--- config.mk ---
export PLATFORM = sky130hd
export DESIGN_NAME = frame_to_block_reassembly
export DESIGN_NICKNAME = d
export VERILOG_FILES = /design/src/design/fbr_pkg.sv /design/src/design/fbr_ram.sv /design/src/design/fbr_seq.sv /design/src/design/frame_to_block_reassembly.sv
export SDC_FILE = /design/constraint.sdc
export NUM_CORES = 1
export LEC_CHECK = 0
export BUFFER_PORTS_ARGS = -buffer_cell sky130_fd_sc_hd__buf_4
export CORE_ASPECT_RATIO = 2
export CORE_UTILIZATION = 36
export DETAILED_ROUTE_END_ITERATION = 16
export GPL_TIMING_DRIVEN = 0
export PLACE_DENSITY_LB_ADDON = 0.3
export SYNTH_ARGS = -nofsm -noshare
export SYNTH_HDL_FRONTEND = slang
export SYNTH_HIERARCHICAL = 1
export SYNTH_SLANG_ARGS = --single-unit
--- constraint.sdc ---
create_clock -name clk -period 36.5 [get_ports clk]
set_clock_uncertainty 0.2 [all_clocks]
set_input_delay 1.825 -clock clk [delete_from_list [all_inputs] [get_ports clk]]
set_output_delay 1.825 -clock clk [all_outputs]
set_load 0.01 [all_outputs]
--- src/design/fbr_pkg.sv ---
package fbr_pkg;

	localparam int WORD_W          = 32;
	localparam int FRAME_WORDS     = 4;
	localparam int PARTS           = 4;
	localparam int MAX_FILL_BLOCKS = 15;

	localparam int SEQ_W     = 12;
	localparam int LIM_W     = SEQ_W + 1;
	localparam int PIDX_W    = 8;
	localparam int PART_W    = $clog2(PARTS);
	localparam int ROW_W     = FRAME_WORDS * WORD_W;
	localparam int FILL_CAP  = MAX_FILL_BLOCKS + 1;
	localparam int BLK_W     = $clog2(FILL_CAP);
	localparam int DIST_W    = LIM_W + 1;

	localparam logic [LIM_W-1:0] SEQ_SPACE       = LIM_W'(1 << SEQ_W);
	localparam logic [LIM_W-1:0] SEQ_LIMIT_RESET = LIM_W'(2048);

	typedef enum logic [2:0] {
		ST_IDLE,
		ST_CHK,
		ST_RD,
		ST_LD,
		ST_OUT,
		ST_WR
	} state_t;

	typedef struct packed {
		logic              drop;
		logic              flush;
		logic              trunc;
		logic [BLK_W-1:0]  blocks_last;
		logic [SEQ_W-1:0]  adv_seq;
	} seq_info_t;

endpackage

--- src/design/fbr_ram.sv ---
module fbr_ram #(
	parameter int WIDTH = 32,
	parameter int DEPTH = 4
) (
	input  logic                     clk,
	input  logic                     we,
	input  logic [$clog2(DEPTH)-1:0] waddr,
	input  logic [WIDTH-1:0]         wdata,
	input  logic [$clog2(DEPTH)-1:0] raddr,
	output logic [WIDTH-1:0]         rdata
);

	logic [WIDTH-1:0] mem [DEPTH];

	always_ff @(posedge clk) begin
		if (we) begin
			mem[waddr] <= wdata;
		end
		rdata <= mem[raddr];
	end

endmodule

--- src/design/fbr_seq.sv ---
module fbr_seq (
	input  logic [fbr_pkg::SEQ_W-1:0] exp_seq,
	input  logic [fbr_pkg::SEQ_W-1:0] seq,
	input  logic [fbr_pkg::LIM_W-1:0] lim,
	output fbr_pkg::seq_info_t        info
);

	logic [fbr_pkg::DIST_W-1:0] sum;
	logic [fbr_pkg::DIST_W-1:0] gap;
	logic [fbr_pkg::DIST_W-1:0] blocks;
	logic [fbr_pkg::LIM_W-1:0]  nxt;

	always_comb begin
		// forward distance modulo the limit; a stale expected value beyond the limit wraps first
		sum = fbr_pkg::DIST_W'(seq) + fbr_pkg::DIST_W'(lim) - fbr_pkg::DIST_W'(exp_seq);
		if (fbr_pkg::LIM_W'(exp_seq) >= lim) begin
			gap = fbr_pkg::DIST_W'(seq) + fbr_pkg::DIST_W'(1);
		end else if (sum >= fbr_pkg::DIST_W'(lim)) begin
			gap = sum - fbr_pkg::DIST_W'(lim);
		end else begin
			gap = sum;
		end

		info.drop  = fbr_pkg::LIM_W'(seq) >= lim;
		info.flush = exp_seq != seq;
		info.trunc = gap > fbr_pkg::DIST_W'(fbr_pkg::FILL_CAP);
		blocks     = info.trunc ? fbr_pkg::DIST_W'(fbr_pkg::FILL_CAP) : gap;
		info.blocks_last = fbr_pkg::BLK_W'(blocks - fbr_pkg::DIST_W'(1));

		nxt = fbr_pkg::LIM_W'(exp_seq) + fbr_pkg::LIM_W'(1);
		info.adv_seq = (nxt >= lim) ? '0 : nxt[fbr_pkg::SEQ_W-1:0];
	end

endmodule

--- src/design/frame_to_block_reassembly.sv ---
// A frame that only stores data passes ST_CHK and ST_WR between accept and the next accept.
// The first result of a flush is offered in ST_OUT, after ST_CHK, ST_RD and ST_LD.
// A flushing frame passes ST_RD, ST_LD and ST_OUT, plus output stalls, for each part of
// its blocks, the current one and up to 15 zero blocks; each result needs one store read.
// One frame is in work at a time; the store is a 4-row RAM of 128-bit rows.
// Reset clears the row valid bits at once, so the store reads as zero with no
// clearing pass; expected sequence resets to 0 and seq_limit to 2048.
module frame_to_block_reassembly (
	input  logic                               clk,
	input  logic                               arst_n,

	input  logic                               cfg_valid,
	output logic                               cfg_ready,
	input  logic [fbr_pkg::LIM_W-1:0]          cfg_data,

	input  logic                               in_valid,
	output logic                               in_stall,
	input  logic [fbr_pkg::SEQ_W-1:0]          pkt_seq,
	input  logic [fbr_pkg::PIDX_W-1:0]         part_index,
	input  logic [fbr_pkg::WORD_W-1:0]         in_word0,
	input  logic [fbr_pkg::WORD_W-1:0]         in_word1,
	input  logic [fbr_pkg::WORD_W-1:0]         in_word2,
	input  logic [fbr_pkg::WORD_W-1:0]         in_word3,

	output logic                               out_valid,
	input  logic                               out_stall,
	output logic [fbr_pkg::SEQ_W-1:0]          out_seq,
	output logic [fbr_pkg::PART_W-1:0]         out_part,
	output logic [fbr_pkg::WORD_W-1:0]         out_word0,
	output logic [fbr_pkg::WORD_W-1:0]         out_word1,
	output logic [fbr_pkg::WORD_W-1:0]         out_word2,
	output logic [fbr_pkg::WORD_W-1:0]         out_word3,
	output logic                               block_end,
	output logic                               burst_end,
	output logic                               gap_truncated
);

	fbr_pkg::state_t state_q, state_d;

	logic [fbr_pkg::LIM_W-1:0]  seq_limit_q;
	logic [fbr_pkg::LIM_W-1:0]  lim;
	logic [fbr_pkg::SEQ_W-1:0]  exp_q;
	logic [fbr_pkg::PARTS-1:0]  vld_q;
	logic [fbr_pkg::PART_W-1:0] part_cnt_q;
	logic [fbr_pkg::BLK_W-1:0]  blk_q;

	logic [fbr_pkg::SEQ_W-1:0]  seq_q;
	logic [fbr_pkg::PIDX_W-1:0] part_q;
	logic [fbr_pkg::ROW_W-1:0]  row_q;
	logic [fbr_pkg::BLK_W-1:0]  blocks_last_q;
	logic                       trunc_q;
	logic [fbr_pkg::ROW_W-1:0]  out_row_q;
	logic [fbr_pkg::SEQ_W-1:0]  out_seq_q;
	logic [fbr_pkg::PART_W-1:0] out_part_q;
	logic                       block_end_q;
	logic                       burst_end_q;
	logic                       gap_q;

	fbr_pkg::seq_info_t         info;
	logic [fbr_pkg::ROW_W-1:0]  rdata;
	logic                       part_ok;
	logic                       last_part;
	logic                       last_blk;
	logic                       ram_we;

	assign lim       = (seq_limit_q > fbr_pkg::SEQ_SPACE) ? fbr_pkg::SEQ_SPACE : seq_limit_q;
	assign part_ok   = part_q < fbr_pkg::PIDX_W'(fbr_pkg::PARTS);
	assign last_part = part_cnt_q == fbr_pkg::PART_W'(fbr_pkg::PARTS - 1);
	assign last_blk  = blk_q == blocks_last_q;
	assign cfg_ready = 1'b1;

	fbr_seq u_seq (
		.exp_seq (exp_q),
		.seq     (seq_q),
		.lim     (lim),
		.info    (info)
	);

	fbr_ram #(
		.WIDTH (fbr_pkg::ROW_W),
		.DEPTH (fbr_pkg::PARTS)
	) u_store (
		.clk   (clk),
		.we    (ram_we),
		.waddr (part_q[fbr_pkg::PART_W-1:0]),
		.wdata (row_q),
		.raddr (part_cnt_q),
		.rdata (rdata)
	);

	always_ff @(posedge clk or negedge arst_n) begin
		if (!arst_n) begin
			state_q <= fbr_pkg::ST_IDLE;
		end else begin
			state_q <= state_d;
		end
	end

	always_comb begin
		state_d   = state_q;
		in_stall  = 1'b1;
		out_valid = 1'b0;
		ram_we    = 1'b0;
		unique case (state_q)
			fbr_pkg::ST_IDLE: begin
				in_stall = 1'b0;
				if (in_valid) begin
					state_d = fbr_pkg::ST_CHK;
				end
			end
			fbr_pkg::ST_CHK: begin
				if (info.drop) begin
					state_d = fbr_pkg::ST_IDLE;
				end else if (info.flush) begin
					state_d = fbr_pkg::ST_RD;
				end else begin
					state_d = fbr_pkg::ST_WR;
				end
			end
			fbr_pkg::ST_RD: state_d = fbr_pkg::ST_LD;
			fbr_pkg::ST_LD: state_d = fbr_pkg::ST_OUT;
			fbr_pkg::ST_OUT: begin
				out_valid = 1'b1;
				if (!out_stall) begin
					state_d = (last_part && last_blk) ? fbr_pkg::ST_WR : fbr_pkg::ST_RD;
				end
			end
			fbr_pkg::ST_WR: begin
				ram_we  = part_ok;
				state_d = fbr_pkg::ST_IDLE;
			end
			default: state_d = fbr_pkg::ST_IDLE;
		endcase
	end

	always_ff @(posedge clk or negedge arst_n) begin
		if (!arst_n) begin
			seq_limit_q <= fbr_pkg::SEQ_LIMIT_RESET;
			exp_q       <= '0;
			vld_q       <= '0;
			part_cnt_q  <= '0;
			blk_q       <= '0;
		end else begin
			if (cfg_valid && cfg_ready) begin
				seq_limit_q <= cfg_data;
			end
			case (state_q)
				fbr_pkg::ST_CHK: begin
					part_cnt_q <= '0;
					blk_q      <= '0;
				end
				fbr_pkg::ST_OUT: begin
					if (!out_stall) begin
						if (last_part) begin
							// block done: advance sequence, store now reads as zero
							part_cnt_q <= '0;
							blk_q      <= blk_q + fbr_pkg::BLK_W'(1);
							exp_q      <= info.adv_seq;
							vld_q      <= '0;
						end else begin
							part_cnt_q <= part_cnt_q + fbr_pkg::PART_W'(1);
						end
					end
				end
				fbr_pkg::ST_WR: begin
					exp_q <= seq_q;
					if (part_ok) begin
						vld_q[part_q[fbr_pkg::PART_W-1:0]] <= 1'b1;
					end
				end
				default: ;
			endcase
		end
	end

	always_ff @(posedge clk) begin
		if (in_valid && !in_stall) begin
			seq_q  <= pkt_seq;
			part_q <= part_index;
			row_q  <= {in_word3, in_word2, in_word1, in_word0};
		end
		if (state_q == fbr_pkg::ST_CHK) begin
			blocks_last_q <= info.blocks_last;
			trunc_q       <= info.trunc;
		end
		if (state_q == fbr_pkg::ST_LD) begin
			// only the first block of a burst carries stored data
			out_row_q   <= (blk_q == '0 && vld_q[part_cnt_q]) ? rdata : '0;
			out_seq_q   <= exp_q;
			out_part_q  <= part_cnt_q;
			block_end_q <= last_part;
			burst_end_q <= last_part && last_blk;
			gap_q       <= trunc_q;
		end
	end

	assign out_seq       = out_seq_q;
	assign out_part      = out_part_q;
	assign out_word0     = out_row_q[0*fbr_pkg::WORD_W +: fbr_pkg::WORD_W];
	assign out_word1     = out_row_q[1*fbr_pkg::WORD_W +: fbr_pkg::WORD_W];
	assign out_word2     = out_row_q[2*fbr_pkg::WORD_W +: fbr_pkg::WORD_W];
	assign out_word3     = out_row_q[3*fbr_pkg::WORD_W +: fbr_pkg::WORD_W];
	assign block_end     = block_end_q;
	assign burst_end     = burst_end_q;
	assign gap_truncated = gap_q;

endmodule

==> metrics.csv, run 1 <==
metric;value;unit
final setup fails;0;
CTS Hold Bufs;0;
Worst Hold Class;reg2reg;
Fmax achieved;0.1370;GHz
final worst setup slack;29.20;ns
sequential fraction of the synthesis area;76.11;%
Power per Cell Area;79.64;mW/mm2
post_cts resized;0;
Post-Syn Instances;1902;
# nets final;2596;
Worst setup SP type;flop;
Detailed Routing Iterations Pass 1;9;
CTS sink count;976;
Worst Hold Path EP;gap_truncated;
non-filler cells, final;3758;
post-layout min period;7.298;ns
vias;18140;
Detail Route Antenna Nets;0;
Die Span Y;452.8;um
Slew HR;20.09;%
Crit path arrival time;7.50;ns
depth of the most critical reg-to-reg path;23;
worst reg2reg startpoint;seq_limit_q[12];
root buf cell;clkbuf_16;
cell row count;165;
flops & latches, synth;976;
I/O pins;314;
Synth Flop Type;edfxtp_1;
Tightest Pin Transition;1.189;ns
layout cells sized above 1;29.55;%
Synth async-reset ratio;3.893;%
Congestion Overflow GR;0;
DRC;0;
number of setup buffers added after CTS;0;
number of flops mapped to enable cells by yosys;810;
Reg2Reg Setup Slack;29.20;ns
Detailed Place HPWL;56.52;mm
Synth Net Count;2151;
GR Util met3;3.661;%
CTS tree;built;
total track usage;16.03;%
first-pass GRT wire length;120.7;mm
post-synthesis to final-layout area growth;20.95;%
Syn Area/Cell;19.23;um2
max-slew violations;0;
Leak Pwr;15.56;nW
Final Cycle Share;20.00;%
GRT busiest layer;met2;
Unique masters post-synth;87;
Crit path required time;36.70;ns
DIE WIDTH;227.4;um
initial core utilization;36.23;%
Setup TNS;0;ns
Hold Startpoint;trunc_q;
reg2reg end;blocks_last_q[2];
Skew-Pair Late Insertion Delay;0.68;ns
Final Hold Slack;0.2629;ns
Max-Cap Viols;0;
synth warn;6;
outcome;completed;
WL final;81.35;mm
pre-CTS setup slack;29.22;ns
Peak VDD IR;51.28;uV
vias per cell;4.827;
initial detailed-routing violation count;912;
Post-Syn Area;0.03657;mm2
Critical Path Fanout Max;10;
total CTS buffers;88;
Cells on Worst Hold Path;0;
H-tree Lvls;3;
element type at the critical path end;flop;
unrepaired setup endpoints after global routing;no;
Final Hold Fails;0;
GPL Wtd Cong;0.8838;
crit path kind;reg2reg;
met2 usage;28.69;%
die area;0.1029;mm2
grt met1 use;17.70;%
initial antenna violation count;9;
dpl cells;3593;
Clock Tree Buf Depth;3;
Clock transition at path regs;0.07;ns
Port Buf Inserts;312;
core area;0.1010;mm2
vias in the first global route;19660;
CP Launch Point;seq_limit_q[12];
WL/cell;21.65;um
largest net degree at the start of global routing;46;
-- cell usage after synthesis, types with 25 or more instances --
library cell | number | share of area [%]
o21ai_0 | 28 | 0.38
dfxtp_1 | 128 | 7.0
ha_1 | 70 | 2.4
nand2_1 | 36 | 0.37
a21oi_1 | 28 | 0.38
edfxtp_1 | 810 | 67
dfrtp_1 | 37 | 2.5
mux4_2 | 129 | 7.9
xor2_1 | 25 | 0.60
inv_1 | 74 | 0.76
nand3_1 | 25 | 0.34
nor2_1 | 30 | 0.31
and2_1 | 133 | 2.3
-- logic make-up after synthesis --
kind of cell    Yosys count  synth area share, %
xor+xnor                 41               0.9818
other cells               1              0.01025
compound gates          164                3.158
simple gates            335                5.357
mux                     161                8.874
buf+inv                 141                2.398
flops                   976                76.11
fa+ha+maj                83                3.106
-- flip-flops by register name, summed over array words and instances (netlist names) --
signal / count
blk_q: 4
block_end: 1
trunc_q: 1
u_store/rdata: 128
out_seq: 12
blocks_last_q: 4
out_row_q: 128
vld_q: 4
part_cnt_q: 2
seq_limit_q: 13
row_q: 128
seq_q: 12
part_q: 8
out_part: 2
burst_end: 1
gap_truncated: 1
exp_q: 12
state_q: 3
u_store/mem: 512
-- through the flow --
step                      area, um2  total power, mW  util [%]
after floorplan               36570            2.233         -
after global placement        40590            2.584     40.20
after detailed placement      41250            2.585     40.86
after CTS                     44230            3.555     43.81
after global routing          44230            3.706     43.82
final                         44230            3.523     43.82
-- critical path, stage by stage (launching register included) --
cell and delay (ns):
dfrtp_1 0.51, clkbuf_1 0.48, nor2b_1 0.10, inv_1 0.23
fa_1 0.44, inv_1 0.07, ha_1 0.21, buf_2 0.18
a211oi_1 0.32, o21ba_2 0.25, a21oi_1 0.08, a2111oi_1 0.74
ha_1 0.45, and3b_1 0.22, a31oi_1 0.15, o2111a_1 0.23
o211ai_1 0.08, a2111oi_0 0.67, nand4_1 0.21, o211ai_1 0.30
nand2_1 0.10, nand4bb_1 0.36, ha_1 0.32, xnor2_1 0.12
-- where the power goes --
part	switching, mW	internal (mW)
Clock	0.406	0.548
Combinational	0.641	0.478
Sequential	0.0789	1.37
Total	1.13	2.40
-- cell usage in the layout, fill, tap and decap left out, types with 8 or more instances in the layout --
cell,Yosys,final
mux2_2,15,15
o21ai_0,28,28
nor2b_1,21,21
nand4_1,9,9
nand2_1,36,36
buf_2,21,21
mux4_2,129,129
o21ai_1,9,9
buf_4,4,318
ha_1,70,70
bufinv_16,0,11
a31oi_1,9,9
inv_1,74,74
nor2_1,30,29
nand2b_1,9,9
buf_6,19,46
a21o_1,19,19
a21oi_1,28,28
clkbuf_16,0,90
xor2_1,25,25
mux2i_1,16,16
dfrtp_1,37,37
clkbuf_1,11,29
nand3_1,25,25
o211ai_1,9,9
fa_1,13,13
and2_1,133,133
dfxtp_1,128,128
and3_1,12,11
buf_12,10,16
nor3_1,14,13
xnor2_1,16,16
clkinv_2,0,15
clkinv_1,0,8
edfxtp_1,810,810
nor3b_1,15,14
-- routing by layer --
layer | share of wire (%) | routed length [um]
met1 | 38 | 30690
met5 | 0.096 | 78
met2 | 52 | 42700
met3 | 5.7 | 4618
met4 | 4.0 | 3260
-- final cells by class --
cell class              count  area, um2
flip-flops and latches    976      27840
repair buffers            355       2977
clock inverters            48      561.8
plain buffers              67      599.3
fillers                  8763      56720
clock buffers             115       2416
inverters                  74      277.8
diodes                      2      5.005
multi-input cells         785       7889
well taps                1336       1672
-- how the worst max path moves through the flow --
stage / cells after the start / slack (ns) / endpoint
6_report: 23 / 29.20 / blocks_last_q[2]
5_1_grt: 23 / 28.74 / blocks_last_q[2]
4_1_cts: 23 / 29.16 / blocks_last_q[2]
3_5_place_dp: 23 / 29.22 / blocks_last_q[2]
3_3_place_gp: 4 / 15.34 / u_store/mem[0][104]
2_1_floorplan: 3 / 24.90 / u_store/mem[0][0]
Note: power is estimated with default switching activity, not from simulation.
==> run 2, diff against run 1 <==
Clock period 36.5 ns to 6 ns, I/O delays scaled along.
==> run 2 against run 1 <==
Net effect: cell area grew 5.5%; setup slack lost 29 ns; sequential cell count is the same; die area is the same; sequential share of layout area shrank 3.3 points; routed wire length grew 3.7%; non-clock buffer count grew 189; count of clock-buffer cells in the layout grew 2; sequential power grew to 6.1 times the previous value; register-to-register slack lost 29 ns; power grew to 6.4 times the previous value; maximum frequency grew 22%; largest power group unchanged; highest routed layer unchanged.
==> metrics.csv, run 2 (same netlist as run 1, synthesis figures left out) <==
metric;value;unit;change
# nets final;2787;;+7.4%
H-tree Lvls;3;;unchanged
Clock Tree Buf Depth;3;;unchanged
Largest Register;u_store/mem;;
cell row count;165;;unchanged
commonest non-fill, non-tap cell in the layout;edfxtp_1;;
final worst setup slack;0.02270;ns;-29.18 ns
Worst Hold Class;in2reg;;
Worst Hold Path EP;row_q[14];;
DIE WIDTH;227.4;um;unchanged
Crit path required time;6.23;ns;-30.47 ns
post-layout min period;5.977;ns;-1.321 ns
Fmax achieved;0.1673;GHz;+22%
Crit path arrival time;6.20;ns;-1.30 ns
WP buf/inv;5;;+1
Final Cycle Share;99.62;%;+80 points
Peak VDD IR;355.1;uV;+590%
Final Hold Fails;0;;unchanged
vias per cell;4.847;;+0.43%
Slew HR;18.13;%;-2.0 points
vias;19160;;+5.6%
first-pass GRT wire length;125.1;mm;+3.7%
Critical Path Fanout Max;7;;-3
most frequent cells in the layout;edfxtp_1, buf_4, dlygate4sd3_1;;
CP max-delay cell;dfrtp_2;;
element type at the critical path end;flop;;
final setup fails;0;;unchanged
initial core utilization;36.23;%;unchanged
total CTS buffers;90;;+2.3%
CTS tree;built;;
Die Span Y;452.8;um;unchanged
vias in the first global route;20870;;+6.2%
total track usage;16.55;%;+0.52 points
crit path kind;reg2reg;;
Clock transition at path regs;0.06;ns;about the same
Congestion Overflow GR;0;;unchanged
WL/cell;21.34;um;-1.4%
Max stage delay on crit path;0.48;ns;-0.26 ns
CTS sink count;976;;unchanged
die area;0.1029;mm2;unchanged
Detailed Place HPWL;57.26;mm;+1.3%
Worst setup SP type;flop;;
Tightest Pin Transition;1.228;ns;+0.03936 ns
Skew-Pair Late Insertion Delay;0.68;ns;about the same
depth of the most critical reg-to-reg path;25;;+8.7%
largest net degree at the start of global routing;51;;+11%
worst reg2reg startpoint;seq_limit_q[12];;
DRC;0;;unchanged
total power;22.48;mW;+540%
Cells on Worst Hold Path;2;;+2
pre-CTS setup slack;-1.061;ns;-30.28 ns
Port Buf Inserts;312;;unchanged
layout cells sized above 1;30.35;%;+0.81 points
Crit path max-delay family;compound AO/OA/AOI/OAI gates;;
Critical Path Stages;25;;+8.7%
max reg flops;512;;unchanged
initial antenna violation count;10;;+1
reg2reg end;blocks_last_q[2];;
Detail Route Antenna Nets;0;;unchanged
Max-Cap Viols;0;;unchanged
Detailed Routing Iterations Pass 1;5;;-4
initial detailed-routing violation count;1019;;+12%
Leak Pwr;16.49;nW;+6.0%
I/O pins;314;;unchanged
Power per Cell Area;481.6;mW/mm2;+500%
max-slew violations;0;;unchanged
core area;0.1010;mm2;unchanged
Hold Startpoint;in_word0[14];;
GPL Wtd Cong;0.8988;;+1.7%
dpl cells;3585;;-0.22%
outcome;completed;;
Reg2Reg Setup Slack;0.02;ns;-29.18 ns
non-filler cells, final;3953;;+5.2%
unrepaired setup endpoints after global routing;yes;;
post-synthesis to final-layout area growth;27.59;%;
WL final;84.36;mm;+3.7%
root buf cell;clkbuf_16;;
[run 2: cell types whose count changed in the layout (fill, tap and decap cells not counted), sizes merged]
cell         before  now
buf             410  432
bufinv           11    7
clkinv           28   31
clkinvlp          3    6
diode             2    1
dlygate4sd3       0  169
inv              80   83
[run 2: cell type report]
| class | count | area (um2) |
|---|---|---|
| flip-flops and latches | 976 | 27840 |
| clock inverters | 53 | 590.6 |
| well taps | 1336 | 1672 |
| inverters | 74 | 280.3 |
| multi-input cells | 785 | 8187 |
| repair buffers | 546 | 5072 |
| plain buffers | 65 | 615.6 |
| fillers | 8474 | 54290 |
| diodes | 1 | 2.502 |
| clock buffers | 117 | 2404 |
[run 2: per-stage QoR]
stage | hold slack, ns | setup TNS (ns) | cell area [um2] | util [%]
after CTS | 0.06608 | 0 | 46320 | 45.88
after detailed placement | 0.1089 | -3.993 | 41410 | 41.02
final | 0.1354 | 0 | 46660 | 46.22
after global routing | 0.09209 | -0.4189 | 46660 | 46.22
after global placement | 0.1025 | -2143.95 | 40610 | 40.23
after floorplan | -0.1956 | 0 | 36600 | -
[run 2: what timing repair did]
action                     4_1_cts  5_1_grt
setup endpoints to repair        5        5
hold buffers                   170        0
hold endpoints to repair       227        0
gates cloned                     0        1
resized for setup               36       41
buffers inserted                 4       24
pin swaps                        8       18
[run 2: how the worst max path moves through the flow]
stage | startpoint | endpoint | slack, ns
final | seq_limit_q[12] | blocks_last_q[2] | 0.02
after CTS | seq_q[2] | blocks_last_q[2] | 0.002
after global placement | part_q[6] | u_store/mem[0][94] | -3.24
after detailed placement | seq_limit_q[12] | blocks_last_q[2] | -1.06
after floorplan | state_q[1] | part_q[0] | 0.54
after global routing | seq_q[0] | blocks_last_q[2] | -0.21
[run 2: report_power, final]
part	total (mW)	internal [mW]	switching [mW]
clock	5.76	3.20	2.57
sequential	8.83	8.35	0.485
combinational	7.88	3.56	4.32
[run 2: routing by layer]
metal,track usage [%],wire length [um]
met5,0,100
met4,8.494,3890
met3,4.185,4563
met2,29.79,44580
met1,17.62,31220
[run 2: worst reg2reg max path: cells and delay by family, from the launching register on]
kind | cells | cell delay, ns
AOI/OAI and AO/OA | 9 | 2.07
xor gates and xnor gates | 2 | 0.32
adders and majority gates | 4 | 1.29
buffers and inverters | 5 | 0.53
DFF | 1 | 0.48
and+or+nand+nor | 5 | 0.85
==> run 3, diff against run 2 <==
Clock period 6 ns to 6.45 ns, I/O delays scaled along.
==> run 3 against run 2 <==
Net effect: combinational power is 14% lower; register-to-register slack improved by 0.22 ns; worst hold slack improved by 0.021 ns; maximum frequency shrank 3.8%; critical path type unchanged; clock power fell by 6.8%; setup slack improved by 0.22 ns.
==> metrics.csv, run 3 (same netlist as run 1, synthesis figures left out) <==
metric;value;unit;change
Max stage delay on crit path;0.59;ns;+0.11 ns
depth of the most critical reg-to-reg path;23;;-8.0%
initial core utilization;36.23;%;unchanged
layout cells sized above 1;28.52;%;-1.8 points
WL final;83.99;mm;-0.43%
Detail Route Antenna Nets;0;;unchanged
post-layout min period;6.211;ns;+0.2334 ns
Detailed Place HPWL;57.26;mm;unchanged
initial detailed-routing violation count;919;;-9.8%
first-pass GRT wire length;124.9;mm;-0.22%
CTS tree;built;;
largest net degree at the start of global routing;51;;unchanged
reg2reg end;blocks_last_q[2];;
Final Cycle Share;96.29;%;-3.3 points
max-slew violations;0;;unchanged
Skew-Pair Late Insertion Delay;0.68;ns;about the same
Critical Path Fanout Max;10;;+3
Worst Hold Class;in2reg;;
initial antenna violation count;10;;unchanged
DIE WIDTH;227.4;um;unchanged
# nets final;2762;;-0.90%
pre-CTS setup slack;-0.6112;ns;+0.4500 ns
Die Span Y;452.8;um;unchanged
WL/cell;21.38;um;+0.20%
vias;19020;;-0.75%
final setup fails;0;;unchanged
vias in the first global route;20840;;-0.12%
crit path kind;reg2reg;;
total track usage;16.52;%;-0.030 points
GPL Wtd Cong;0.8988;;unchanged
Post-DP Area;0.04141;mm2;unchanged
worst reg2reg startpoint;seq_limit_q[12];;
Largest Register;u_store/mem;;
I/O pins;314;;unchanged
Clock Tree Buf Depth;3;;unchanged
DRC;0;;unchanged
total CTS buffers;90;;unchanged
non-filler cells, final;3928;;-0.63%
Peak VDD IR;330.5;uV;-6.9%
root buf cell;clkbuf_16;;
Congestion Overflow GR;0;;unchanged
cell row count;165;;unchanged
Worst Hold Path EP;row_q[14];;
fin area;0.04628;mm2;-0.82%
outcome;completed;;
post-synthesis to final-layout area growth;26.54;%;
Reg2Reg Setup Slack;0.24;ns;+0.22 ns
final worst setup slack;0.2393;ns;+0.2166 ns
cell chain of the critical path;buf_2, nor2b_1, inv_1, fa_1, inv_1, ha_2, o2111ai_1, a21o_1, buf_4, a211oi_1, a211oi_2, ha_1, nand2_1, nor2_2, a41oi_2, and3_1, buf_4, nand2_4, mux2_1, o21ai_4, nand3_1, ha_1, xnor2_1;;
commonest non-fill, non-tap cell in the layout;edfxtp_1;;
element type at the critical path end;flop;;
Leak Pwr;16.33;nW;-0.99%
vias per cell;4.841;;-0.12%
Final Hold Fails;0;;unchanged
total power;20.38;mW;-9.3%
max reg flops;512;;unchanged
Port Buf Inserts;312;;unchanged
Tightest Pin Transition;1.240;ns;+0.01200 ns
most frequent cells in the layout;edfxtp_1, buf_4, dlygate4sd3_1;;
WP buf/inv;5;;unchanged
Hold Startpoint;in_word0[14];;
Worst setup SP type;flop;;
CP max-delay cell;fa_1;;
die area;0.1029;mm2;unchanged
Slew HR;17.33;%;-0.80 points
dpl cells;3585;;unchanged
Crit path required time;6.67;ns;+0.44 ns
Clock transition at path regs;0.07;ns;about the same
Fmax achieved;0.1610;GHz;-3.8%
Crit path arrival time;6.43;ns;+0.23 ns
H-tree Lvls;3;;unchanged
core area;0.1010;mm2;unchanged
Power per Cell Area;440.4;mW/mm2;-8.6%
Max-Cap Viols;0;;unchanged
CTS sink count;976;;unchanged
Crit path max-delay family;adder cells;;
Detailed Routing Iterations Pass 1;5;;unchanged
Cells on Worst Hold Path;2;;unchanged
## run 3: changes by cell type in the layout (fill, tap and decap cells not counted), sizes merged
cell  delta
buf     -25
## run 3: repair_timing
action                                  4_1_cts  5_1_grt
setup buffers                                 0        3
endpoints found under the setup margin        5        3
hold buffers                                170        0
endpoints found under the hold margin       218        0
gates resized for setup                      11       19
pin swaps                                     0        2
## run 3: area by class of cell
type	instances	area (um2)
Fill cell	8508	54670
Sequential cell	976	27840
Multi-Input combinational cell	785	8041
Timing Repair Buffer	520	4860
Clock buffer	117	2404
Tap cell	1336	1672
Buffer	66	596.8
Clock inverter	53	590.6
Inverter	74	277.8
Antenna cell	1	2.502
## run 3: worst max-delay path by stage
stage	from	endpoint	slack (ns)	cells past startpoint
finish	seq_limit_q[12]	blocks_last_q[2]	0.24	23
global placement	part_q[6]	u_store/mem[0][94]	-2.79	3
global route	seq_limit_q[12]	blocks_last_q[2]	-0.05	23
CTS	seq_limit_q[12]	blocks_last_q[2]	0.008	24
floorplan	state_q[1]	part_q[0]	0.99	3
detailed placement	seq_limit_q[12]	blocks_last_q[2]	-0.61	23
## run 3: power breakdown
| part | switching [mW] | internal, mW |
|---|---|---|
| registers | 0.454 | 7.76 |
| clock network | 2.39 | 2.97 |
| logic | 3.86 | 2.94 |
| total | 6.71 | 13.7 |
## run 3: metrics by stage
stage | util (%) | hold slack, ns | setup TNS [ns]
floorplan | - | -0.1731 | 0
global placement | 40.23 | 0.1250 | -1779.45
detailed placement | 41.02 | 0.1314 | -1.743
CTS | 45.74 | 0.08858 | 0
global route | 45.85 | 0.1146 | -0.07925
finish | 45.85 | 0.1562 | 0
## run 3: per-layer routing
metal  track usage (%)  wire [um]  up-vias
met1             17.52      31080     9673
li1                  -          -     8609
met4             8.515       3876       16
met2             29.73      44310      524
met5                 0        103        -
met3             4.257       4621      195
